<file path="src/rtl/assert_macros.svh">
// Assertion macros shared by the slot table modules.
`ifndef ASSERT_MACROS_SVH
`define ASSERT_MACROS_SVH

// Checked on every clock edge outside reset.
`define EST_ASSERT(label, prop, msg) \
  label: assert property (@(posedge clk) disable iff (!rst_n) (prop)) else $error(msg);

// Checked on every clock edge, reset included.
`define EST_ASSERT_ALWAYS(label, prop, msg) \
  label: assert property (@(posedge clk) (prop)) else $error(msg);

`endif

</file>
<file path="src/rtl/est_pkg.sv">
// Shared types and constants of the expiring slot table.
package est_pkg;

  localparam int CMD_W     = 1;
  localparam int TIME_IN_W = 32;
  localparam int CAP_W     = 5;
  localparam int STATUS_W  = 2;
  localparam int ID_W      = 4;

  // at most this many expiries are reported by one tick
  localparam int MAX_RESULTS = 16;
  localparam int CNT_W       = 5;

  localparam logic [CAP_W-1:0] CAP_RESET = 5'd16;

  localparam logic [CMD_W-1:0] CMD_PUT  = 1'b0;
  localparam logic [CMD_W-1:0] CMD_TICK = 1'b1;

  typedef enum logic [STATUS_W-1:0] {
    ST_OK      = 2'd0,
    ST_FULL    = 2'd1,
    ST_EXPIRED = 2'd2
  } status_t;

  // one result word
  typedef struct packed {
    status_t           status;
    logic [ID_W-1:0]   slot_id;
    logic              last;
  } res_t;

  // queue status seen by the front and the back
  typedef struct packed {
    logic empty;
    logic full;
  } q_stat_t;

endpackage

</file>
<file path="src/rtl/est_if.sv">
// Valid/ready channel interfaces for command words and result words.
interface est_in_if import est_pkg::*; ();
  logic                 valid;
  logic                 ready;
  logic [CMD_W-1:0]     command;
  logic [TIME_IN_W-1:0] now;
  logic [TIME_IN_W-1:0] lifetime;

  modport source (output valid, command, now, lifetime, input ready);
  modport sink   (input valid, command, now, lifetime, output ready);
endinterface

interface est_out_if import est_pkg::*; ();
  logic                valid;
  logic                ready;
  logic [STATUS_W-1:0] status;
  logic [ID_W-1:0]     slot_id;
  logic                last;

  modport source (output valid, status, slot_id, last, input ready);
  modport sink   (input valid, status, slot_id, last, output ready);
endinterface

</file>
<file path="src/rtl/est_ram.sv">
// Generic single-port-write, single-port-read RAM with registered read data.
module est_ram #(
  parameter int WIDTH = 8,
  parameter int DEPTH = 16
) (
  input  logic                     clk,
  input  logic                     we,
  input  logic [$clog2(DEPTH)-1:0] waddr,
  input  logic [WIDTH-1:0]         wdata,
  input  logic [$clog2(DEPTH)-1:0] raddr,
  output logic [WIDTH-1:0]         rdata
);

  logic [WIDTH-1:0] mem_r [DEPTH];

  always_ff @(posedge clk) begin
    if (we) begin
      mem_r[waddr] <= wdata;
    end
    rdata <= mem_r[raddr];
  end

endmodule

</file>
<file path="src/rtl/est_queue.sv">
// Two-entry command queue between the front and the execution engine.
`include "assert_macros.svh"

module est_queue import est_pkg::*; #(
  parameter int WIDTH = 66
) (
  input  logic             clk,
  input  logic             rst_n,
  input  logic             wr,
  input  logic [WIDTH-1:0] wdata,
  input  logic             rd,
  output logic [WIDTH-1:0] rdata,
  output q_stat_t          stat
);

  logic [WIDTH-1:0] mem_r [2];
  logic             wr_ptr_r, rd_ptr_r;
  logic [1:0]       cnt_r, cnt_nxt;

  assign stat.empty = (cnt_r == 2'd0);
  assign stat.full  = (cnt_r == 2'd2);
  assign rdata      = mem_r[rd_ptr_r];

  // occupancy
  always_comb begin
    case ({wr, rd})
      2'b10:   cnt_nxt = cnt_r + 2'd1;
      2'b01:   cnt_nxt = cnt_r - 2'd1;
      default: cnt_nxt = cnt_r;
    endcase
  end

  always_ff @(posedge clk) begin
    if (!rst_n) begin
      wr_ptr_r <= 1'b0;
      rd_ptr_r <= 1'b0;
      cnt_r    <= 2'd0;
    end else begin
      if (wr) begin
        mem_r[wr_ptr_r] <= wdata;
        wr_ptr_r        <= ~wr_ptr_r;
      end
      if (rd) begin
        rd_ptr_r <= ~rd_ptr_r;
      end
      cnt_r <= cnt_nxt;
    end
  end

  `EST_ASSERT(a_q_no_overflow, wr |-> (!stat.full || rd), "queue written while full")

endmodule

</file>
<file path="src/rtl/est_front.sv">
// Front: takes command words, trims time stamps and precomputes the end time.
module est_front import est_pkg::*; #(
  parameter int TIME_BITS = 32
) (
  est_in_if.sink                 in_ch,
  input  q_stat_t                q_stat,
  output logic                   q_wr,
  output logic [2*TIME_BITS+1:0] q_wdata
);

  logic [TIME_BITS-1:0] now_q, life_q;
  logic [TIME_BITS:0]   end_sum;

  assign now_q   = TIME_BITS'(in_ch.now);
  assign life_q  = TIME_BITS'(in_ch.lifetime);

  // end time with carry; a carry means the slot never expires
  assign end_sum = {1'b0, now_q} + {1'b0, life_q};

  assign in_ch.ready = !q_stat.full;
  assign q_wr        = in_ch.valid && !q_stat.full;
  assign q_wdata     = {in_ch.command, end_sum[TIME_BITS], end_sum[TIME_BITS-1:0], now_q};

endmodule

</file>
<file path="src/rtl/est_engine.sv">
// Back end: allocates slots on put and walks the live list on tick.
`include "assert_macros.svh"

module est_engine import est_pkg::*; #(
  parameter int SLOTS     = 16,
  parameter int TIME_BITS = 32
) (
  input  logic                   clk,
  input  logic                   rst_n,
  input  logic [CAP_W-1:0]       capacity,
  input  q_stat_t                q_stat,
  input  logic [2*TIME_BITS+1:0] q_rdata,
  output logic                   q_pop,
  est_out_if.source              out_ch
);

  localparam int SID = $clog2(SLOTS);
  localparam int LW  = $clog2(SLOTS + 1);
  localparam int CMW = (LW > CAP_W) ? LW : CAP_W;
  localparam logic [LW-1:0] NIL = LW'(SLOTS);

  typedef enum logic [1:0] {S_IDLE, S_PUT, S_WALK, S_FLUSH} state_t;

  state_t          state_r, state_nxt;
  logic [LW-1:0]   newest_r, newest_nxt;
  logic [LW-1:0]   free_top_r, free_top_nxt;
  logic [LW-1:0]   bump_r, bump_nxt;
  logic [LW-1:0]   cur_r, cur_nxt;
  logic [LW-1:0]   prev_r, prev_nxt;
  logic [LW-1:0]   guard_r, guard_nxt;
  logic [CNT_W-1:0] cnt_r, cnt_nxt;
  logic            pend_v_r, pend_v_nxt;
  logic [SID-1:0]  pend_id_r, pend_id_nxt;
  logic            out_valid_r, out_valid_nxt;
  res_t            out_word_r, out_word;
  logic            out_push, out_free;

  // queue head fields
  logic                 h_cmd, h_never;
  logic [TIME_BITS-1:0] h_end, h_now;

  // RAM ports
  logic [SID-1:0]       rd_addr;
  logic                 link_we, time_we, free_we;
  logic [SID-1:0]       link_waddr, time_waddr, free_waddr;
  logic [LW-1:0]        link_wdata, free_wdata, link_rdata, free_rdata;
  logic [TIME_BITS:0]   time_wdata, time_rdata;

  logic                 expired, stall, cap_ok, alloc;
  logic [LW-1:0]        slot;

  assign h_cmd   = q_rdata[2*TIME_BITS+1];
  assign h_never = q_rdata[2*TIME_BITS];
  assign h_end   = q_rdata[2*TIME_BITS-1:TIME_BITS];
  assign h_now   = q_rdata[TIME_BITS-1:0];

  // per-slot end time with never-expire flag
  est_ram #(.WIDTH(TIME_BITS + 1), .DEPTH(SLOTS)) u_time_ram (
    .clk(clk), .we(time_we), .waddr(time_waddr), .wdata(time_wdata),
    .raddr(rd_addr), .rdata(time_rdata)
  );

  // older neighbor in the live list
  est_ram #(.WIDTH(LW), .DEPTH(SLOTS)) u_link_ram (
    .clk(clk), .we(link_we), .waddr(link_waddr), .wdata(link_wdata),
    .raddr(rd_addr), .rdata(link_rdata)
  );

  // free stack links
  est_ram #(.WIDTH(LW), .DEPTH(SLOTS)) u_free_ram (
    .clk(clk), .we(free_we), .waddr(free_waddr), .wdata(free_wdata),
    .raddr(free_top_r[SID-1:0]), .rdata(free_rdata)
  );

  assign out_free = !out_valid_r || out_ch.ready;
  assign expired  = !time_rdata[TIME_BITS] && (h_now >= time_rdata[TIME_BITS-1:0]);
  assign stall    = expired && pend_v_r && !out_free;
  assign cap_ok   = (CMW'(bump_r) < CMW'(capacity)) && (CMW'(bump_r) < CMW'(SLOTS));

  // command sequencing
  always_comb begin
    state_nxt     = state_r;
    newest_nxt    = newest_r;
    free_top_nxt  = free_top_r;
    bump_nxt      = bump_r;
    cur_nxt       = cur_r;
    prev_nxt      = prev_r;
    guard_nxt     = guard_r;
    cnt_nxt       = cnt_r;
    pend_v_nxt    = pend_v_r;
    pend_id_nxt   = pend_id_r;
    rd_addr       = cur_r[SID-1:0];
    link_we       = 1'b0;
    link_waddr    = prev_r[SID-1:0];
    link_wdata    = link_rdata;
    time_we       = 1'b0;
    time_waddr    = bump_r[SID-1:0];
    time_wdata    = {h_never, h_end};
    free_we       = 1'b0;
    free_waddr    = cur_r[SID-1:0];
    free_wdata    = free_top_r;
    q_pop         = 1'b0;
    out_push      = 1'b0;
    out_word      = '{status: ST_OK, slot_id: '0, last: 1'b1};
    alloc         = 1'b0;
    slot          = bump_r;

    case (state_r)
      S_IDLE: begin
        if (!q_stat.empty) begin
          if (h_cmd == CMD_PUT) begin
            state_nxt = S_PUT;
          end else if (newest_r < NIL) begin
            rd_addr   = newest_r[SID-1:0];
            cur_nxt   = newest_r;
            prev_nxt  = NIL;
            guard_nxt = '0;
            cnt_nxt   = '0;
            state_nxt = S_WALK;
          end else begin
            q_pop = 1'b1;
          end
        end
      end

      S_PUT: begin
        if (out_free) begin
          q_pop     = 1'b1;
          out_push  = 1'b1;
          state_nxt = S_IDLE;
          if (free_top_r < NIL) begin
            alloc        = 1'b1;
            slot         = free_top_r;
            free_top_nxt = free_rdata;
          end else if (cap_ok) begin
            alloc    = 1'b1;
            slot     = bump_r;
            bump_nxt = bump_r + LW'(1);
          end
          if (alloc) begin
            time_we    = 1'b1;
            time_waddr = slot[SID-1:0];
            link_we    = 1'b1;
            link_waddr = slot[SID-1:0];
            link_wdata = newest_r;
            newest_nxt = slot;
            out_word   = '{status: ST_OK, slot_id: ID_W'(slot), last: 1'b1};
          end else begin
            out_word   = '{status: ST_FULL, slot_id: '0, last: 1'b1};
          end
        end
      end

      S_WALK: begin
        if (!stall) begin
          guard_nxt = guard_r + LW'(1);
          cur_nxt   = link_rdata;
          if (expired) begin
            // unlink: the newer neighbor is the last kept slot of this walk
            if (prev_r < NIL) begin
              link_we = 1'b1;
            end else begin
              newest_nxt = link_rdata;
            end
            // top of the bump area shrinks it, anything else is stacked
            if (bump_r != '0 && cur_r == bump_r - LW'(1)) begin
              bump_nxt = bump_r - LW'(1);
            end else begin
              free_we      = 1'b1;
              free_top_nxt = cur_r;
            end
            if (pend_v_r) begin
              out_push = 1'b1;
              out_word = '{status: ST_EXPIRED, slot_id: ID_W'(pend_id_r), last: 1'b0};
            end
            pend_v_nxt  = 1'b1;
            pend_id_nxt = cur_r[SID-1:0];
            cnt_nxt     = cnt_r + CNT_W'(1);
          end else begin
            prev_nxt = cur_r;
          end
          if (link_rdata < NIL && guard_nxt < NIL && cnt_nxt < CNT_W'(MAX_RESULTS)) begin
            rd_addr = link_rdata[SID-1:0];
          end else if (pend_v_nxt) begin
            state_nxt = S_FLUSH;
          end else begin
            q_pop     = 1'b1;
            state_nxt = S_IDLE;
          end
        end
      end

      S_FLUSH: begin
        if (out_free) begin
          out_push   = 1'b1;
          out_word   = '{status: ST_EXPIRED, slot_id: ID_W'(pend_id_r), last: 1'b1};
          pend_v_nxt = 1'b0;
          q_pop      = 1'b1;
          state_nxt  = S_IDLE;
        end
      end

      default: state_nxt = S_IDLE;
    endcase
  end

  assign out_valid_nxt = out_push ? 1'b1 : (out_ch.ready ? 1'b0 : out_valid_r);

  // state and registered result word
  always_ff @(posedge clk) begin
    if (!rst_n) begin
      state_r     <= S_IDLE;
      newest_r    <= NIL;
      free_top_r  <= NIL;
      bump_r      <= '0;
      pend_v_r    <= 1'b0;
      out_valid_r <= 1'b0;
    end else begin
      state_r     <= state_nxt;
      newest_r    <= newest_nxt;
      free_top_r  <= free_top_nxt;
      bump_r      <= bump_nxt;
      pend_v_r    <= pend_v_nxt;
      out_valid_r <= out_valid_nxt;
      cur_r       <= cur_nxt;
      prev_r      <= prev_nxt;
      guard_r     <= guard_nxt;
      cnt_r       <= cnt_nxt;
      pend_id_r   <= pend_id_nxt;
      if (out_push) begin
        out_word_r <= out_word;
      end
    end
  end

  assign out_ch.valid   = out_valid_r;
  assign out_ch.status  = out_word_r.status;
  assign out_ch.slot_id = out_word_r.slot_id;
  assign out_ch.last    = out_word_r.last;

  `EST_ASSERT(a_push_when_free, out_push |-> (!out_valid_r || out_ch.ready), "result overwritten")
  `EST_ASSERT(a_pop_not_empty, q_pop |-> !q_stat.empty, "pop from empty queue")
  `EST_ASSERT(a_stall_holds, (state_r == S_WALK && stall) |=> (cur_r == $past(cur_r)), "walk moved while stalled")
  `EST_ASSERT_ALWAYS(a_bump_range, !rst_n || bump_r <= NIL, "bump count past table size")

endmodule

</file>
<file path="src/rtl/expiring_slot_table.sv">
// Expiring slot table top level: capacity register, front, queue and engine.
//
// Commands enter a two-deep queue; results leave through a registered output,
// so a new command is taken while a result waits. A put passes through the
// idle state, where the free stack is read, then allocates in the put state
// once the output is free. A tick starts in the idle state, then walks the
// live slots newest to oldest through the link RAM, one older-neighbor read
// per cycle while the output does not stall it, and then sends its final
// expiry. A tick with no live slot or nothing expired sends nothing. At most
// 16 expiries are reported per tick; the rest are freed by later ticks. The
// slot RAMs need no clearing after reset. The user writes the capacity register
// (reset 16) only while the block is idle; the block itself does not enforce it.
module expiring_slot_table import est_pkg::*; #(
  parameter int SLOTS     = 16,
  parameter int TIME_BITS = 32
) (
  input  logic             clk,
  input  logic             rst_n,
  input  logic             cfg_we,
  input  logic [CAP_W-1:0] cfg_wdata,
  est_in_if.sink           in_ch,
  est_out_if.source        out_ch
);

  localparam int QW = 2 * TIME_BITS + 2;

  logic [CAP_W-1:0] cap_r;
  logic             q_wr, q_pop;
  logic [QW-1:0]    q_wdata, q_rdata;
  q_stat_t          q_stat;

  // capacity register
  always_ff @(posedge clk) begin
    if (!rst_n) begin
      cap_r <= CAP_RESET;
    end else if (cfg_we) begin
      cap_r <= cfg_wdata;
    end
  end

  est_front #(.TIME_BITS(TIME_BITS)) u_front (
    .in_ch(in_ch), .q_stat(q_stat), .q_wr(q_wr), .q_wdata(q_wdata)
  );

  est_queue #(.WIDTH(QW)) u_queue (
    .clk(clk), .rst_n(rst_n), .wr(q_wr), .wdata(q_wdata),
    .rd(q_pop), .rdata(q_rdata), .stat(q_stat)
  );

  est_engine #(.SLOTS(SLOTS), .TIME_BITS(TIME_BITS)) u_engine (
    .clk(clk), .rst_n(rst_n), .capacity(cap_r), .q_stat(q_stat),
    .q_rdata(q_rdata), .q_pop(q_pop), .out_ch(out_ch)
  );

endmodule

</file>
<file path="src/flat_wrapper.sv">
// flat-port wrapper written by rule: the top's interface ports become plain ports
module expiring_slot_table_flat import est_pkg::*;
#(
  parameter int SLOTS     = 16,
  parameter int TIME_BITS = 32
)
  (clk, rst_n, cfg_we, cfg_wdata, in_ch_valid, in_ch_command, in_ch_now, in_ch_lifetime, in_ch_ready, out_ch_valid, out_ch_status, out_ch_slot_id, out_ch_last, out_ch_ready);
  est_in_if in_ch_i ();
  est_out_if out_ch_i ();
  input  logic clk;
  input  logic rst_n;
  input  logic cfg_we;
  input  logic [CAP_W-1:0] cfg_wdata;
  input wire logic [$bits(in_ch_i.valid)-1:0] in_ch_valid;
  input wire logic [$bits(in_ch_i.command)-1:0] in_ch_command;
  input wire logic [$bits(in_ch_i.now)-1:0] in_ch_now;
  input wire logic [$bits(in_ch_i.lifetime)-1:0] in_ch_lifetime;
  output wire logic [$bits(in_ch_i.ready)-1:0] in_ch_ready;
  output wire logic [$bits(out_ch_i.valid)-1:0] out_ch_valid;
  output wire logic [$bits(out_ch_i.status)-1:0] out_ch_status;
  output wire logic [$bits(out_ch_i.slot_id)-1:0] out_ch_slot_id;
  output wire logic [$bits(out_ch_i.last)-1:0] out_ch_last;
  input wire logic [$bits(out_ch_i.ready)-1:0] out_ch_ready;
  assign in_ch_i.valid = in_ch_valid;
  assign in_ch_i.command = in_ch_command;
  assign in_ch_i.now = in_ch_now;
  assign in_ch_i.lifetime = in_ch_lifetime;
  assign in_ch_ready = in_ch_i.ready;
  assign out_ch_valid = out_ch_i.valid;
  assign out_ch_status = out_ch_i.status;
  assign out_ch_slot_id = out_ch_i.slot_id;
  assign out_ch_last = out_ch_i.last;
  assign out_ch_i.ready = out_ch_ready;
  expiring_slot_table #(.SLOTS(SLOTS), .TIME_BITS(TIME_BITS)) u_core (.clk(clk), .rst_n(rst_n), .cfg_we(cfg_we), .cfg_wdata(cfg_wdata), .in_ch(in_ch_i), .out_ch(out_ch_i));
endmodule
</file>
<file path="config.mk">
export PLATFORM = sky130hd
export DESIGN_NAME = expiring_slot_table_flat
export DESIGN_NICKNAME = d
export VERILOG_FILES = /design/src/rtl/est_pkg.sv /design/src/rtl/est_if.sv /design/src/rtl/est_ram.sv /design/src/rtl/est_queue.sv /design/src/rtl/est_front.sv /design/src/rtl/est_engine.sv /design/src/rtl/expiring_slot_table.sv /design/src/flat_wrapper.sv
export VERILOG_INCLUDE_DIRS = /design/src /design/src/rtl
export SDC_FILE = /design/constraint.sdc
export NUM_CORES = 1
export LEC_CHECK = 0
export BUFFER_PORTS_ARGS = -buffer_cell sky130_fd_sc_hd__buf_2
export CORE_UTILIZATION = 62
export DETAILED_ROUTE_END_ITERATION = 6
export PLACE_DENSITY = 0.82
export SLEW_MARGIN = 0
export SYNTH_ARGS = -nofsm -noshare
export SYNTH_HDL_FRONTEND = slang
export SYNTH_SLANG_ARGS = --single-unit
</file>
<file path="constraint.sdc">
create_clock -name clk -period 7.1 [get_ports clk]
set_clock_uncertainty 0.2 [all_clocks]
set_input_delay 0.355 -clock clk [delete_from_list [all_inputs] [get_ports clk]]
set_output_delay 0.355 -clock clk [all_outputs]
set_load 0.02 [all_outputs]
</file>
Yosys cells after proc, flatten, opt, wreduce, memory -nomap -nowiden
Memories as Yosys holds them, arrays and structs flattened. A register that Yosys moved wholly into a read port is not among the register bits.
Cells that the tools add are included.

word-level totals
  memory bits (writable) = 820
  memories = 4
  bits of input ports = 75
  register bits = 59
  output and inout bits = 9
  word-level logic and storage cells = 215

memory list
  name                              depth  width  read ports  clocked after memory_dff  wr ports  RTL line         source
  u_core.u_engine.u_time_ram.mem_r  16     33     1           1                         1         est_ram.sv:14    logic [WIDTH-1:0] mem_r [DEPTH];
  u_core.u_queue.mem_r              2      66     1           1                         1         est_queue.sv:16  logic [WIDTH-1:0] mem_r [2];
  u_core.u_engine.u_free_ram.mem_r  16     5      1           1                         1         est_ram.sv:14
  u_core.u_engine.u_link_ram.mem_r  16     5      1           1                         1         est_ram.sv:14

operators by class
  muxes and demuxes = 118
  add/sub/neg operators = 7
  equality and inequality tests = 25
  magnitude comparators = 9
  bitwise operators = 3
  reductions and logical operators = 31

operators by type and width
  operator             number
  $mux 5               37
  $pmux 5 s2           7
  $mux 4               11
  $mux 1               42
  $lt 5x5->1 const B   7
  $add 32x32->33       1
  $ge 32x32->1         1
  $ne 2x2->1 const B   16
  $mux 7               4
  $pmux 7 s3           1
  $reduce_and 6->1     3
  $add 5x1->5 const B  3
  $mux 2               7
  $reduce_and 7->1     2
  $mux 6               2
  $reduce_bool 2->1    5
  $eq 2x2->1 const B   4
  $logic_and 1x1->1    8
  $pmux 4 s2           1
  $pmux 1 s2           3
  $pmux 2 s3           1
  $eq 5x5->1           1
  $lt 5x5->1           1
  $reduce_and 5->1     1
  other kinds (17)     24

Longest topological paths before layout
  depth after elaboration = 13
  mapped depth = 20
  gate-level depth less buffers = 15

Cells and area by module
A second synthesis with hierarchy kept.

second synthesis, totals
  cells, all modules = 2158
  area total of the unflattened synthesis = 38117.8 um2

by module, submodules not included
  module                                    times used  area an instance (um2)  cells an instance  seq. area each (um2)
  est_ram (u_core.u_engine.u_time_ram)      1           20631.0                 864                16515.8
  est_ram (u_core.u_engine.u_free_ram ...)  2           3213.1                  155                2502.4
  est_queue                                 1           4973.5                  228                4063.9
  est_engine                                1           3857.4                  449                1311.3
  est_front                                 1           2039.5                  291                0.0
  expiring_slot_table                       1           190.2                   16                 100.1

Worst setup path after synthesis
Ideal clock, no wire load.

  kind = in2reg
  start point = input port rst_n
  end point = memory u_core.u_queue.mem_r[0][0] (enable)
  data arrival time = 5.335 ns
  library setup time = 0.571 ns
  required time = 6.329 ns
  stages = 3
  setup slack = 0.994 ns
  path buffers = 1
  path through = clkbuf_1 clkinv_1 nor3_1

between the ends
  cells in the longest elaborated chain, start to end = 2

RTL lines
  element                       RTL line            source
  start, declared               flat_wrapper.sv:11  input logic rst_n;
  $mux 1                        est_queue.sv:34     if (!rst_n) begin
  $mux 1 (implied by the code)  est_queue.sv:40     mem_r[wr_ptr_r] <= wdata;
  end, declared                 est_queue.sv:16

No other way between the ends.

==> out/results.ini <==
[cts]
cts_root_buf = clkbuf_16
cts_sinks = 923
post_cts_buffers = 0
cts_buffers = 89
cts.clk_slew.worst_paths_ns = 0.06
cts-resized-gates = 0
htreeDepth = 3
cts_buffer_depth = 3
cts_tree = yes
clock_latency_ns = 0.66

[power]
vdd_drop_max_uv = 320
power.density_nw_per_um2 = 403
p_total_mw = 17.4
p_leak_nw = 15.4

[job]
cap_violations = 0

[critical_path]
r2r_slack_ns = 0.94
crit_end = u_core.u_engine.u_time_ram.rdata[26]$_DFF_P_
start_kind = register
r2r_cells = 17
crit_path_end_kind = register
r2r_end = u_core.u_engine.u_time_ram.rdata[26]$_DFF_P_
crit_path_max_incr_delay_ns = 0.64
cpMaxStageDelayCell = a221o_4
crit_top_cell = buf_4
path_class = register to register
cp.required_ns = 7.49
arrival_ns = 6.54
path_cells = buf_12 -> mux2_2 -> ha_1 -> nand4_1 -> nor4_1 -> o21ai_0 -> a211oi_1 -> a22o_1 -> or2_0 -> buf_4 -> mux2i_1 -> a221o_4 -> buf_4 -> nand2_1 -> and3_1 -> o32ai_1 -> a311o_1
crit_path_max_fanout = 35

[synthesis]
synth_cell_types = 72
synth_flop_cell = edfxtp_1
syn_nets = 2798
ys_ff_latch = 923
syn_area_per_cell_um2 = 14.5
async_reset_ff_share_pct = 0
synth-edff-count = 851
synth_area_um2 = 38300
synth-seq-area-share_pct = 70.4
yosysWarningCount = 0
synth_cells = 2643

[global_route]
grt_use_total_pct = 29.0
use_met2_pct = 49.1
grt_max_degree = 121
grt_first_pass_wirelength_um = 138000
use_met1_pct = 37.8
gr-usage-met3_pct = 4.84
overflow = 0
antenna_found_initial = 0
grt_busiest_layer = met2
grt_pass1_vias = 23700

[sta]
worst_slew_pin_slew_ns = 1.12
setup_viol = 0
setup_tns_ns = 0
report.final.slew_viol_count = 0
fmax_mhz = 162
slew_headroom_pct = 25.3
post-route-period-util_pct = 86.7
hold_viol_final = 0
rsz0062_at_grt = no
period_needed_ns = 6.16

[cells_and_area]
fin_cells = 3624
final_layout_size_suffix_gt1_share_pct = 14.5
nNetsFinal = 2924
utilization_pct = 71.2
area_delta_synth_final_pct = 12.8
nFillCells = 3623

[route]
wirelength_um = 90600
drtAntennaViolNets = 0
viasPerCell = 6.49
vias = 23500
drt_iter0_markers = 3116
drc = 0
routedWlPerCell_um = 25.0
first_pass_iters = 6

[hold_path]
hold_class = primary input to register

[floorplan]
dieHeight_um = 251
die_w_um = 251
core_area_um2 = 60700
start_util_pct = 63.2
die_area_um2 = 62800
io_pins = 84
rows = 90

[place]
dp_hpwl_um = 51000
placed_cells = 3413
numPortBuffers = 83
gp_congestion = 0.927

[outcome]
status = finished clean

[what timing repair did]
item	CTS	global route
hold endpoints to repair	87	0
endpoints found under the setup margin	0	0
hold buffers	47	0
[area by class of cell]
cell class	count	area, um^2	share of cell area, %
Multi-Input combinational cell	1499	10600	24.5
Clock inverter	41	427	0.987
Sequential cell	923	27000	62.5
Tap cell	782	978	2.26
Inverter	77	289	0.669
Antenna cell	1	2.50	0.00579
Clock buffer	122	2510	5.82
Timing Repair Buffer	179	1430	3.30
[cell usage after synthesis (11+ instances only)]
| library cell | n | share of area, % |
|---|---|---|
| a21o_1 | 63 | 1.2 |
| a21oi_1 | 202 | 2.6 |
| a221oi_1 | 20 | 0.46 |
| a221oi_2 | 21 | 0.82 |
| a22o_1 | 41 | 0.94 |
| a311o_1 | 38 | 0.99 |
| and2_1 | 12 | 0.20 |
| and3_1 | 50 | 0.82 |
| buf_1 | 13 | 0.13 |
| buf_2 | 46 | 0.60 |
| clkbuf_1 | 77 | 0.75 |
| dfxtp_1 | 72 | 3.8 |
| edfxtp_1 | 851 | 67 |
| ha_1 | 79 | 2.6 |
| inv_1 | 75 | 0.73 |
| mux2_2 | 71 | 2.1 |
| mux2i_1 | 100 | 2.6 |
| mux4_2 | 25 | 1.5 |
| nand2_1 | 360 | 3.5 |
| nand2b_1 | 11 | 0.18 |
| nand3_1 | 60 | 0.78 |
| nor2_1 | 101 | 0.99 |
| nor2b_1 | 14 | 0.23 |
| nor3_1 | 14 | 0.18 |
| o21ai_0 | 35 | 0.46 |
| o32ai_1 | 37 | 0.85 |
| xnor2_1 | 34 | 0.78 |
| xor2_1 | 14 | 0.32 |
[worst max-delay path: cells and delay by family, from the launching register on]
family	cells	cell delay [ns]
fa+ha+maj	1	0.30
buf+inv	3	0.98
mux	2	0.90
flops	1	0.59
compound gates	6	1.76
simple gates	5	1.29
[power breakdown]
part           total, mW  leakage [nW]  internal (mW)  switching, mW
Sequential          7.10          8.30           6.81          0.289
Clock               4.73          1.43           2.74           1.98
Combinational       5.59          5.72           2.06           3.54
[how the worst min path moves through the flow]
stage / startpoint / endpoint / depth (start not counted)
after floorplan: u_core.u_engine.cur_r[3]$_DFFE_PP_ / u_core.u_engine.pend_id_r[3]$_DFFE_PP_ / 0
after global placement: u_core.u_engine.u_free_ram.rdata[0]$_DFF_P_ / u_core.u_engine.free_top_r[0]$_SDFFE_PN0P_ / 2
after detailed placement: u_core.u_engine.u_free_ram.rdata[0]$_DFF_P_ / u_core.u_engine.free_top_r[0]$_SDFFE_PN0P_ / 2
after CTS: in_ch_lifetime[8] / u_core.u_queue.mem_r[1][40]$_DFFE_PP_ / 3
after global routing: in_ch_lifetime[31] / u_core.u_queue.mem_r[0][64]$_DFFE_PP_ / 4
final: in_ch_lifetime[8] / u_core.u_queue.mem_r[1][40]$_DFFE_PP_ / 3
[state kept, by name, summed over array words and instances (netlist names), 33 cells and up, named ones only]
name and cells:
u_core.u_engine.u_time_ram.mem_r 528, u_core.u_engine.u_link_ram.mem_r 80, u_core.u_engine.u_free_ram.mem_r 80, u_core.u_queue.mem_r 132
u_core.u_engine.u_time_ram.rdata 33
[per-layer routing]
metal	routed length [um]	vias up	share of wire (%)
met5	0	-	0
met4	3370	0	3.7
met3	7850	248	8.7
met2	45700	1325	50
met1	33800	11600	37
li1	-	10300	-
[metrics by stage]
step           instance area (um^2)  hold WS [ns]  setup slack [ns]
6_report                      43200        0.0190             0.944
5_1_grt                       43200        0.0288             0.747
4_1_cts                       43200       0.00343             0.960
3_5_place_dp                  39800         0.292              1.07
3_3_place_gp                  39800         0.265              1.28
2_1_floorplan                 38300         0.224             0.994
[kinds of logic after synthesis]
group                      count (synthesis)  share of synthesized area (%)
xor gates and xnor gates                  48                           1.10
adders and majority gates                 80                           2.63
AOI/OAI and AO/OA                        523                           9.79
buffers and inverters                    221                           2.42
DFF                                      923                           70.4
muxes                                    197                           6.20
and+or+nand+nor                          651                           7.43
[layout by cell type, fill, tap and decap left out, drive strengths merged, types with 4 or more instances in the layout]
cell,netlist,final
edfxtp,851,851
nand2,360,360
a21oi,202,202
buf,66,132
clkbuf,78,122
nor2,101,101
mux2i,100,100
ha,79,79
inv,75,78
mux2,72,72
dfxtp,72,72
a21o,63,63
nand3,60,60
and3,50,50
dlygate4sd3,0,47
a22o,42,42
a221oi,41,41
a311o,38,38
o32ai,37,37
o21ai,36,36
xnor2,34,34
clkinv,2,29
mux4,25,25
xor2,14,14
nor2b,14,14
nor3,14,14
and2,12,12
nand2b,11,11
nand4,8,8
o21bai,8,8
bufinv,0,7
o211ai,6,6
a21boi,6,6
nor3b,5,5
a31oi,4,4
or3,4,4
clkinvlp,0,4
or2,4,4
(Power assumes the default switching activity.)
